[src/rtl/i2cmw_pkg.sv]
// ----------------------------------------------------------------------------
// i2cmw_pkg
// Types and constants shared by the i2c master write sequencer.
// ----------------------------------------------------------------------------
package i2cmw_pkg;

  // command opcodes
  localparam logic [1:0] OP_START    = 2'd0;
  localparam logic [1:0] OP_WRITE    = 2'd1;
  localparam logic [1:0] OP_WAIT_ACK = 2'd2;
  localparam logic [1:0] OP_STOP     = 2'd3;

  // configuration register indexes
  localparam logic [1:0] REG_BIT_DELAY  = 2'd0;
  localparam logic [1:0] REG_EDGE_DELAY = 2'd1;
  localparam logic [1:0] REG_POLL_LIMIT = 2'd2;

  localparam int CfgWidth = 16;

  localparam logic [CfgWidth-1:0] BIT_DELAY_RST  = 16'd3;
  localparam logic [CfgWidth-1:0] EDGE_DELAY_RST = 16'd5;
  localparam logic [CfgWidth-1:0] POLL_LIMIT_RST = 16'd350;

  typedef struct packed {
    logic       cmd_valid;
    logic [1:0] opcode;
    logic [7:0] tx_byte;
    logic       sda_in;
  } in_item_t;

  typedef struct packed {
    logic scl_level;
    logic sda_level;
    logic sda_drive;
    logic busy_res;
    logic cmd_done;
    logic ack_missing;
  } out_item_t;

endpackage

[src/rtl/i2c_master_bitbang_writer_top.sv]
// ----------------------------------------------------------------------------
// i2c_master_bitbang_writer_top
// I2C master write sequencer: one item per tick unless stalled, drives SCL/SDA through
// start, byte write, acknowledge wait and stop sequences.
// ----------------------------------------------------------------------------
// result: an accepted item's result is in the output register in the cycle after it is taken
// throughput: one item per cycle; the only limit is the output register draining
// each item steps the line state machine once, the result register holds one item
// reset: synchronous active-low; lines idle high and driven, registers to 3, 5, 350
module i2c_master_bitbang_writer_top #(
  parameter int DELAY_WIDTH = 16
) (
  input  logic                  clk,
  input  logic                  rst_n,
  input  logic                  in_valid,
  output logic                  in_stall,
  input  i2cmw_pkg::in_item_t   in_data,
  output logic                  out_valid,
  input  logic                  out_stall,
  output i2cmw_pkg::out_item_t  out_data,
  input  logic                  cfg_we,
  input  logic [1:0]            cfg_index,
  input  logic [15:0]           cfg_wdata
);
  import i2cmw_pkg::*;

  localparam logic [4:0] PH_IDLE  = 5'd0;
  localparam logic [4:0] PH_S1    = 5'd1;
  localparam logic [4:0] PH_S2    = 5'd2;
  localparam logic [4:0] PH_P1    = 5'd3;
  localparam logic [4:0] PH_P2    = 5'd4;
  localparam logic [4:0] PH_WLOW  = 5'd5;
  localparam logic [4:0] PH_WHIGH = 5'd6;
  localparam logic [4:0] PH_WTAIL = 5'd7;
  localparam logic [4:0] PH_A1    = 5'd8;
  localparam logic [4:0] PH_A2    = 5'd9;
  localparam logic [4:0] PH_APOLL = 5'd10;

  localparam logic [32:0] DelayMax = (33'd1 << DELAY_WIDTH) - 33'd1;

  // zero becomes one tick, too wide saturates to the counter range
  function automatic logic [DELAY_WIDTH-1:0] load_delay(input logic [CfgWidth-1:0] cfg);
    logic [32:0] ext;
    ext = {{(33-CfgWidth){1'b0}}, cfg};
    if (ext == 33'd0) begin
      ext = 33'd1;
    end
    if (ext > DelayMax) begin
      ext = DelayMax;
    end
    return ext[DELAY_WIDTH-1:0];
  endfunction

  logic [CfgWidth-1:0]    bit_delay_r, edge_delay_r, poll_limit_r;
  logic [4:0]             phase_r, phase_nxt;
  logic [3:0]             bit_count_r, bit_count_nxt;
  logic [7:0]             shift_r, shift_nxt;
  logic [DELAY_WIDTH-1:0] delay_count_r, delay_count_nxt, dly;
  logic [15:0]            poll_count_r, poll_count_nxt, poll_base;
  logic                   scl_r, scl_nxt, sda_r, sda_nxt;
  logic                   drive_r, drive_nxt, err_r, err_nxt;
  logic                   done, do_poll;
  logic                   out_valid_r;
  out_item_t              out_data_r;
  logic                   in_acc;

  assign in_stall  = out_valid_r && out_stall;
  assign in_acc    = in_valid && !in_stall;
  assign out_valid = out_valid_r;
  assign out_data  = out_data_r;

  always_comb begin
    phase_nxt       = phase_r;
    bit_count_nxt   = bit_count_r;
    shift_nxt       = shift_r;
    delay_count_nxt = delay_count_r;
    poll_count_nxt  = poll_count_r;
    scl_nxt         = scl_r;
    sda_nxt         = sda_r;
    drive_nxt       = drive_r;
    err_nxt         = err_r;
    done            = 1'b0;
    do_poll         = 1'b0;
    poll_base       = poll_count_r;
    dly             = delay_count_r;

    if (phase_r == PH_IDLE) begin
      if (in_data.cmd_valid) begin
        err_nxt = 1'b0;
        case (in_data.opcode)
          OP_START: begin
            drive_nxt       = 1'b1;
            scl_nxt         = 1'b1;
            sda_nxt         = 1'b1;
            delay_count_nxt = load_delay(edge_delay_r);
            phase_nxt       = PH_S1;
          end
          OP_WRITE: begin
            drive_nxt       = 1'b1;
            scl_nxt         = 1'b0;
            bit_count_nxt   = 4'd0;
            sda_nxt         = in_data.tx_byte[7];
            shift_nxt       = {in_data.tx_byte[6:0], 1'b0};
            delay_count_nxt = load_delay(bit_delay_r);
            phase_nxt       = PH_WLOW;
          end
          OP_WAIT_ACK: begin
            drive_nxt       = 1'b0;
            sda_nxt         = 1'b1;
            poll_count_nxt  = 16'd0;
            delay_count_nxt = load_delay(bit_delay_r);
            phase_nxt       = PH_A1;
          end
          default: begin
            drive_nxt       = 1'b1;
            scl_nxt         = 1'b0;
            sda_nxt         = 1'b0;
            delay_count_nxt = load_delay(edge_delay_r);
            phase_nxt       = PH_P1;
          end
        endcase
      end
    end else if (phase_r == PH_APOLL) begin
      do_poll = 1'b1;
    end else begin
      if (delay_count_r != '0) begin
        dly = delay_count_r - {{(DELAY_WIDTH-1){1'b0}}, 1'b1};
      end
      delay_count_nxt = dly;
      if (dly == '0) begin
        case (phase_r)
          PH_S1: begin
            sda_nxt         = 1'b0;
            delay_count_nxt = load_delay(edge_delay_r);
            phase_nxt       = PH_S2;
          end
          PH_S2: begin
            scl_nxt   = 1'b0;
            phase_nxt = PH_IDLE;
            done      = 1'b1;
          end
          PH_P1: begin
            scl_nxt         = 1'b1;
            sda_nxt         = 1'b1;
            delay_count_nxt = load_delay(edge_delay_r);
            phase_nxt       = PH_P2;
          end
          PH_P2: begin
            phase_nxt = PH_IDLE;
            done      = 1'b1;
          end
          PH_WLOW: begin
            scl_nxt         = 1'b1;
            delay_count_nxt = load_delay(bit_delay_r);
            phase_nxt       = PH_WHIGH;
          end
          PH_WHIGH: begin
            scl_nxt         = 1'b0;
            delay_count_nxt = load_delay(bit_delay_r);
            phase_nxt       = PH_WTAIL;
          end
          PH_WTAIL: begin
            bit_count_nxt = bit_count_r + 4'd1;
            if (bit_count_nxt >= 4'd8) begin
              phase_nxt = PH_IDLE;
              done      = 1'b1;
            end else begin
              sda_nxt         = shift_r[7];
              shift_nxt       = {shift_r[6:0], 1'b0};
              delay_count_nxt = load_delay(bit_delay_r);
              phase_nxt       = PH_WLOW;
            end
          end
          PH_A1: begin
            scl_nxt         = 1'b1;
            delay_count_nxt = load_delay(bit_delay_r);
            phase_nxt       = PH_A2;
          end
          PH_A2: begin
            // first poll starts from a cleared count
            poll_base      = 16'd0;
            poll_count_nxt = 16'd0;
            do_poll        = 1'b1;
          end
          default: begin
            phase_nxt = PH_IDLE;
          end
        endcase
      end
    end

    if (do_poll) begin
      if (!in_data.sda_in) begin
        scl_nxt   = 1'b0;
        phase_nxt = PH_IDLE;
        done      = 1'b1;
      end else if (poll_base >= poll_limit_r) begin
        // no acknowledge: flag it and release the bus with a stop
        err_nxt         = 1'b1;
        drive_nxt       = 1'b1;
        scl_nxt         = 1'b0;
        sda_nxt         = 1'b0;
        delay_count_nxt = load_delay(edge_delay_r);
        phase_nxt       = PH_P1;
      end else begin
        poll_count_nxt = poll_base + 16'd1;
        phase_nxt      = PH_APOLL;
      end
    end
  end

  always_ff @(posedge clk) begin
    if (!rst_n) begin
      bit_delay_r   <= BIT_DELAY_RST;
      edge_delay_r  <= EDGE_DELAY_RST;
      poll_limit_r  <= POLL_LIMIT_RST;
      phase_r       <= PH_IDLE;
      bit_count_r   <= 4'd0;
      shift_r       <= 8'd0;
      delay_count_r <= '0;
      poll_count_r  <= 16'd0;
      scl_r         <= 1'b1;
      sda_r         <= 1'b1;
      drive_r       <= 1'b1;
      err_r         <= 1'b0;
      out_valid_r   <= 1'b0;
    end else begin
      if (cfg_we) begin
        case (cfg_index)
          REG_BIT_DELAY:  bit_delay_r  <= cfg_wdata;
          REG_EDGE_DELAY: edge_delay_r <= cfg_wdata;
          REG_POLL_LIMIT: poll_limit_r <= cfg_wdata;
          default: ;
        endcase
      end
      if (in_acc) begin
        phase_r       <= phase_nxt;
        bit_count_r   <= bit_count_nxt;
        shift_r       <= shift_nxt;
        delay_count_r <= delay_count_nxt;
        poll_count_r  <= poll_count_nxt;
        scl_r         <= scl_nxt;
        sda_r         <= sda_nxt;
        drive_r       <= drive_nxt;
        err_r         <= err_nxt;
        out_valid_r   <= 1'b1;
      end else if (!out_stall) begin
        out_valid_r <= 1'b0;
      end
    end
  end

  always_ff @(posedge clk) begin
    if (in_acc) begin
      out_data_r.scl_level   <= scl_nxt;
      out_data_r.sda_level   <= sda_nxt;
      out_data_r.sda_drive   <= drive_nxt;
      out_data_r.busy_res    <= (phase_nxt != PH_IDLE);
      out_data_r.cmd_done    <= done;
      out_data_r.ack_missing <= err_nxt;
    end
  end

endmodule

[config.mk]
export PLATFORM = sky130hd
export DESIGN_NAME = i2c_master_bitbang_writer_top
export DESIGN_NICKNAME = d
export VERILOG_FILES = /design/src/rtl/i2cmw_pkg.sv /design/src/rtl/i2c_master_bitbang_writer_top.sv
export SDC_FILE = /design/constraint.sdc
export NUM_CORES = 1
export LEC_CHECK = 0
export ABC_AREA = 1
export BUFFER_PORTS_ARGS = -buffer_cell sky130_fd_sc_hd__buf_2
export CAP_MARGIN = 20
export CORE_ASPECT_RATIO = 0.5
export CORE_MARGIN = 2
export CORE_UTILIZATION = 60
export CTS_BUF_LIST = sky130_fd_sc_hd__clkbuf_8
export DETAILED_ROUTE_END_ITERATION = 10
export GPL_TIMING_DRIVEN = 1
export PLACE_DENSITY = 0.81
export SYNTH_ARGS = -nofsm -noshare
export SYNTH_HDL_FRONTEND = slang
export SYNTH_SLANG_ARGS = --single-unit
[constraint.sdc]
create_clock -name clk -period 5.1 [get_ports clk]
set_clock_uncertainty 0.2 [all_clocks]
set_input_delay 1.02 -clock clk [delete_from_list [all_inputs] [get_ports clk]]
set_output_delay 1.02 -clock clk [all_outputs]
set_load 0.05 [all_outputs]
# == Yosys cells after proc, flatten, opt, wreduce, memory -nomap -nowiden ==
# Cells that the tools add are included.
# word_totals
ff_bits,108
in_bits,35
out_inout_bits,8
# classes
add_sub_neg,3
n_lt_le_gt_ge,13
eq_ne,19
mux,142
n_reduce_logical,23
# op_table
operator,n
33-bit two-way mux,40
16-bit two-way mux,34
33-bit by 16-bit greater-than comparator with 1-bit output (second input constant),11
16-bit one-hot mux with 6 select lines,1
8-bit two-way mux,7
16-bit logical NOT,3
16-bit one-hot mux with 3 select lines,1
1-bit two-way mux,38
5-bit one-hot mux with 7 select lines,1
4-bit two-way mux,8
5-bit two-way mux,5
5-bit by 3-bit == test with 1-bit output (second input constant),4
16-bit by 1-bit adder with 16-bit output (second input constant),1
16-bit greater-or-equal comparator,1
16-bit nonzero test,1
16-bit by 1-bit subtractor with 16-bit output (second input constant),1
5-bit by 4-bit == test with 1-bit output (second input constant),3
4-bit one-hot mux with 3 select lines,1
5-bit by 2-bit == test with 1-bit output (second input constant),2
1-bit one-hot mux with 2 select lines,4
7-bit AND reduction,1
2-bit inequality test (second input constant),3
2-bit AND reduction,3
6-bit AND reduction,1
16 further kinds,25

# == Logic depth before layout (Yosys ltp) ==
# logic_depth
depth_word,18
depth_mapped,29
mapped_depth_nobuf,28

# == Worst setup path after synthesis ==
# OpenSTA, ideal clock, no wires.
# synth_path
path_type,flip-flop to flip-flop
from,register delay_count_r[0]
to,register poll_count_r[4]
arrival_ps,3567
t_required_ps,4762
path_slack_ps,1195
path_stages_with_launch,29
n_path_buf,2
period_less_slack_ps,3905
cell_sequence,dfxtp_1 -> inv_1 -> ha_1 -> nand2_4 -> nor2_8 -> nand2_4 -> buf_6 -> nand2_1 -> nand2_2 -> nor2_4 -> nand4_4 -> buf_4 -> inv_1 -> nor2_1 -> ha_1 -> a21oi_1 -> o21ai_0 -> nand2_1 -> o211ai_1 -> nand2_1 -> nand3_1 -> inv_1 -> nand2_1 -> nor2_2 -> nand3_1 -> nor2_1 -> nand2_1 -> o21ai_0 -> a21oi_1
# synth_via
elab_chain_cells,12
elab_cells_between_ends,18
cone_classes,add/sub (2); order compare (1); mux (13); reduce/logical (2)
# synth_lines
element,line_no,text
start: declaration,i2c_master_bitbang_writer_top.sv:58,"logic [DELAY_WIDTH-1:0] delay_count_r, delay_count_nxt, dly;"
start signal: assignment,i2c_master_bitbang_writer_top.sv:240,delay_count_r <= delay_count_nxt;
16-bit by 1-bit subtractor with 16-bit output / 16-bit nonzero test (equally long branches),"i2c_master_bitbang_writer_top.sv:127, i2c_master_bitbang_writer_top.sv:126",
16-bit two-way mux (*),i2c_master_bitbang_writer_top.sv:126,if (delay_count_r != '0) begin
16-bit two-way mux (*),i2c_master_bitbang_writer_top.sv:123,end else if (phase_r == PH_APOLL) begin
16-bit two-way mux (*),i2c_master_bitbang_writer_top.sv:87,if (phase_r == PH_IDLE) begin
16-bit logical NOT (*),i2c_master_bitbang_writer_top.sv:130,if (dly == '0) begin
16-bit two-way mux,i2c_master_bitbang_writer_top.sv:130,
16-bit two-way mux,i2c_master_bitbang_writer_top.sv:123,
16-bit two-way mux,i2c_master_bitbang_writer_top.sv:87,
16-bit by 1-bit adder with 16-bit output / 16-bit greater-or-equal comparator (equally long branches),"i2c_master_bitbang_writer_top.sv:206, i2c_master_bitbang_writer_top.sv:197",
16-bit two-way mux,i2c_master_bitbang_writer_top.sv:197,end else if (poll_base >= poll_limit_r) begin
16-bit two-way mux,i2c_master_bitbang_writer_top.sv:193,if (!in_data.sda_in) begin
16-bit two-way mux (*),i2c_master_bitbang_writer_top.sv:192,if (do_poll) begin
end signal: assignment,i2c_master_bitbang_writer_top.sv:241,poll_count_r <= poll_count_nxt;
end: declaration,i2c_master_bitbang_writer_top.sv:59,"logic [15:0] poll_count_r, poll_count_nxt, poll_base;"
# Every way passes the cells marked *; elsewhere a longest branch is shown, timed or not. The select of a mux whose other input is x is not followed.
# A chain may end at the register's enable or synchronous reset.

# == Worst setup path after layout ==
# Ends and elaborated chain as after synthesis.

==> metrics <==
initial antenna violation count=0; Power Density=403 nW/um^2; Hold Crit Depth=2; share of cells above drive strength 1=a little under 10%; Post-Syn Area per Cell=roughly 6.5 sq um; Syn Nets=roughly 1.2k; hold_buf cts=0; Fmax=approximately 0.21 GHz; Yosys top cell area share=~28%; area delta synth->final=7.72%; routed wire length=21400 um; crit path DAT=between 4 and 5 ns; FF-to-FF path depth=28; flop-to-flop setup slack=between 0.3 and 0.4 ns; Warnings, synthesis=0; core area=11700 sq um; prevailing post-synth register cell=dfxtp_1; Die X=around 160 um; crit path kind=reg2reg; #FFs+latches synth=between 100 and 150; fin. max-slew vios=0; MaxCap Viol Count=0; Nets=around 1.2k; CTS clk-pin slew, worst paths=roughly 0.11 ns; status=completed; largest net degree at the start of global routing=59; Synth area leaders=dfxtp_1 (28%), nand2_1 (12%), inv_1 (8.2%); total number of vias=7484; FP Rows=28; endpoints failing setup=0; Post-synth EDFFs=6; clk root buf=clkbuf_8; Non-Filler Instances=between 1k and 1.5k; Mapped Cells=~1.1k; post-detail-place hpwl=about 16000 um; starting density of the core=61.0%; HP Class=reg2reg; period utilization=between 90% and 100%; first-pass GRT wire length=33900 um; vias in the first global route=just under 7k; Leak=about 3.5 nW; Fin. Hold Viols=0; router iterations before antenna repair=5; Max Buffers Root-to-Sink=2; wire per inst=16.5 um; Ant. Diodes=0; worst slew pin tran=0.987 ns; remaining routing DRC violations=0; Crit path largest cell delay=0.35 ns; Period minus WS final=4.72 ns; htree depth=3; Crit path required time=around 5.2 ns; Global Route Usage Sum=33.8%; clk_lat worst skew=0.38 ns; Routed Antenna Nets=0; Post-synth ARST share=0%; Slew headroom=around 34%; initial drt markers=786; Crit. Startpoint=delay_count_r[0]; Port-buffer cells=42; Worst R2R Start=delay_count_r[0]; RR Endpoint=poll_count_r[4]; critical path startpoint category=flop; post-CTS setup buffer count=0; CTS sink count=between 100 and 150; RSZ-0062 raised after global routing=false; post_cts resized=0; Distinct cells, synth=46; synthesized area=approximately 7000 sq um; hold_sp=shift_r[1]; routed vias/inst=5.78; largest area contributor in the netlist=dfxtp_1; CP dominant cell by count=nand2_1; dpl cells=between 1k and 1.5k; final setup TNS=0 ns; full die area=between 10000 and 15000 sq um; CTS buffer count=9; worst-path fanout max=15; Peak VDD IR=around 0.24 mV; CTS tree=built; critical path's slowest cell=dfxtp_1; I/O pins=43; register area share after synthesis=between 30% and 40%; hold worst-path end=shift_r[1]; die extent in y=between 80 and 90 um; total congestion overflow=0; CP endpoint kind=flop; Placer Congestion=about 1
[cell usage in the layout, fill, tap and decap left out, types with 6 or more instances in the layout]
| master | instances |
|---|---|
| dfxtp_1 | 101 |
| ha_1 | 25 |
| nand2_1 | 231 |
| o211ai_1 | 30 |
| a21oi_1 | 110 |
| nor2_1 | 101 |
| o22ai_1 | 12 |
| nand3_1 | 78 |
| nand4_1 | 21 |
| a211oi_2 | 6 |
| nor2_2 | 8 |
| edfxtp_1 | 6 |
| buf_4 | 12 |
| nand2_2 | 6 |
| nor3_1 | 9 |
| inv_1 | 156 |
| buf_2 | 42 |
| a22oi_1 | 8 |
| clkbuf_8 | 10 |
| o21ai_0 | 101 |
[per-layer routing]
layer	track usage, %	share of wire [%]	vias to the layer above
li1	-	-	3706
met1	48.6	46	3313
met2	51.0	41	433
met3	8.22	12	32
met4	8.47	1.3	0
met5	0	0	-
[cells by family (layout without fill, tap and decap cells)]
group | count (synthesis) | in the layout | share of synthesized area (%)
fa+ha+maj | 25 | 25 | 4.38
simple gates | 478 | 478 | 30.3
compound gates | 283 | 283 | 22.5
buf+inv | 206 | 231 | 11.3
flops | 107 | 107 | 30.8
xor+xnor | 6 | 6 | 0.736
[cell type report]
cell class | instances | area (sq um)
clock buffers | 10 | 138
clock inverters | 6 | 106
fillers | 1159 | 4010
inverters | 161 | 607
multi-input cells | 792 | 4140
flip-flops and latches | 107 | 2200
well taps | 165 | 206
repair buffers | 54 | 300
[cell usage after synthesis, types with 4 or more instances]
cell type and n:
nand2_2 6, dfxtp_1 101, o21ai_0 101, a22oi_1 8
buf_2 5, nand3_1 78, nand4_1 21, nor2_4 5
nand2_1 231, nor2_2 7, nor2_1 102, ha_1 25
nor3_1 9, clkbuf_1 35, nand3b_1 5, a211oi_2 6
o211ai_1 30, a31oi_1 4, inv_1 156, edfxtp_1 6
xor2_1 5, o22ai_1 12, o21ai_1 4, a21oi_1 110
[flip-flops by register name, indices dropped and copies added, names as in the netlist, 4 cells and up]
name	flops
bit_delay_r	16
delay_count_r	16
edge_delay_r	16
poll_count_r	16
poll_limit_r	16
shift_r	7
out_data	6
phase_r	5
bit_count_r	4
[report_power, final]
part	internal, mW	total (mW)	switching [mW]	leakage, nW
logic	0.478	1.48	1.00	2.49
registers	0.913	0.993	0.0803	0.881
clock network	0.301	0.628	0.327	0.119
total	1.69	3.10	1.41	3.49
[stage by stage]
step / instance area, sq um / power [mW] / worst slack (ns) / hold WS (ns) / util, %
global placement: 7450 / 2.44 / 0.636 / 0.253 / 63.7
finish: 7690 / 3.10 / 0.376 / 0.270 / 65.8
CTS: 7690 / 3.09 / 0.453 / 0.274 / 65.8
floorplan: 7140 / 2.14 / 1.19 / 0.230 / -
global route: 7690 / 3.31 / 0.0107 / 0.306 / 65.8
detailed placement: 7450 / 2.46 / 0.490 / 0.250 / 63.7
[worst max-delay path by stage]
stage          slack, ns  cells after the start               to
2_1_floorplan       1.19                     28  poll_count_r[4]
3_3_place_gp        0.64                     28  poll_count_r[7]
3_5_place_dp        0.49                     28  poll_count_r[4]
4_1_cts             0.45                     28  poll_count_r[4]
5_1_grt             0.01                     27  poll_count_r[7]
6_report            0.38                     28  poll_count_r[4]
[critical path, delay by kind of cell, from the launching register on]
kind                       cells  cell delay [ns]
AOI/OAI and AO/OA              5             0.48
adders and majority gates      2             0.58
buffers and inverters          3             0.63
DFF                            1             0.35
and+or+nand+nor               18             2.36
(Power assumes the default switching activity.)
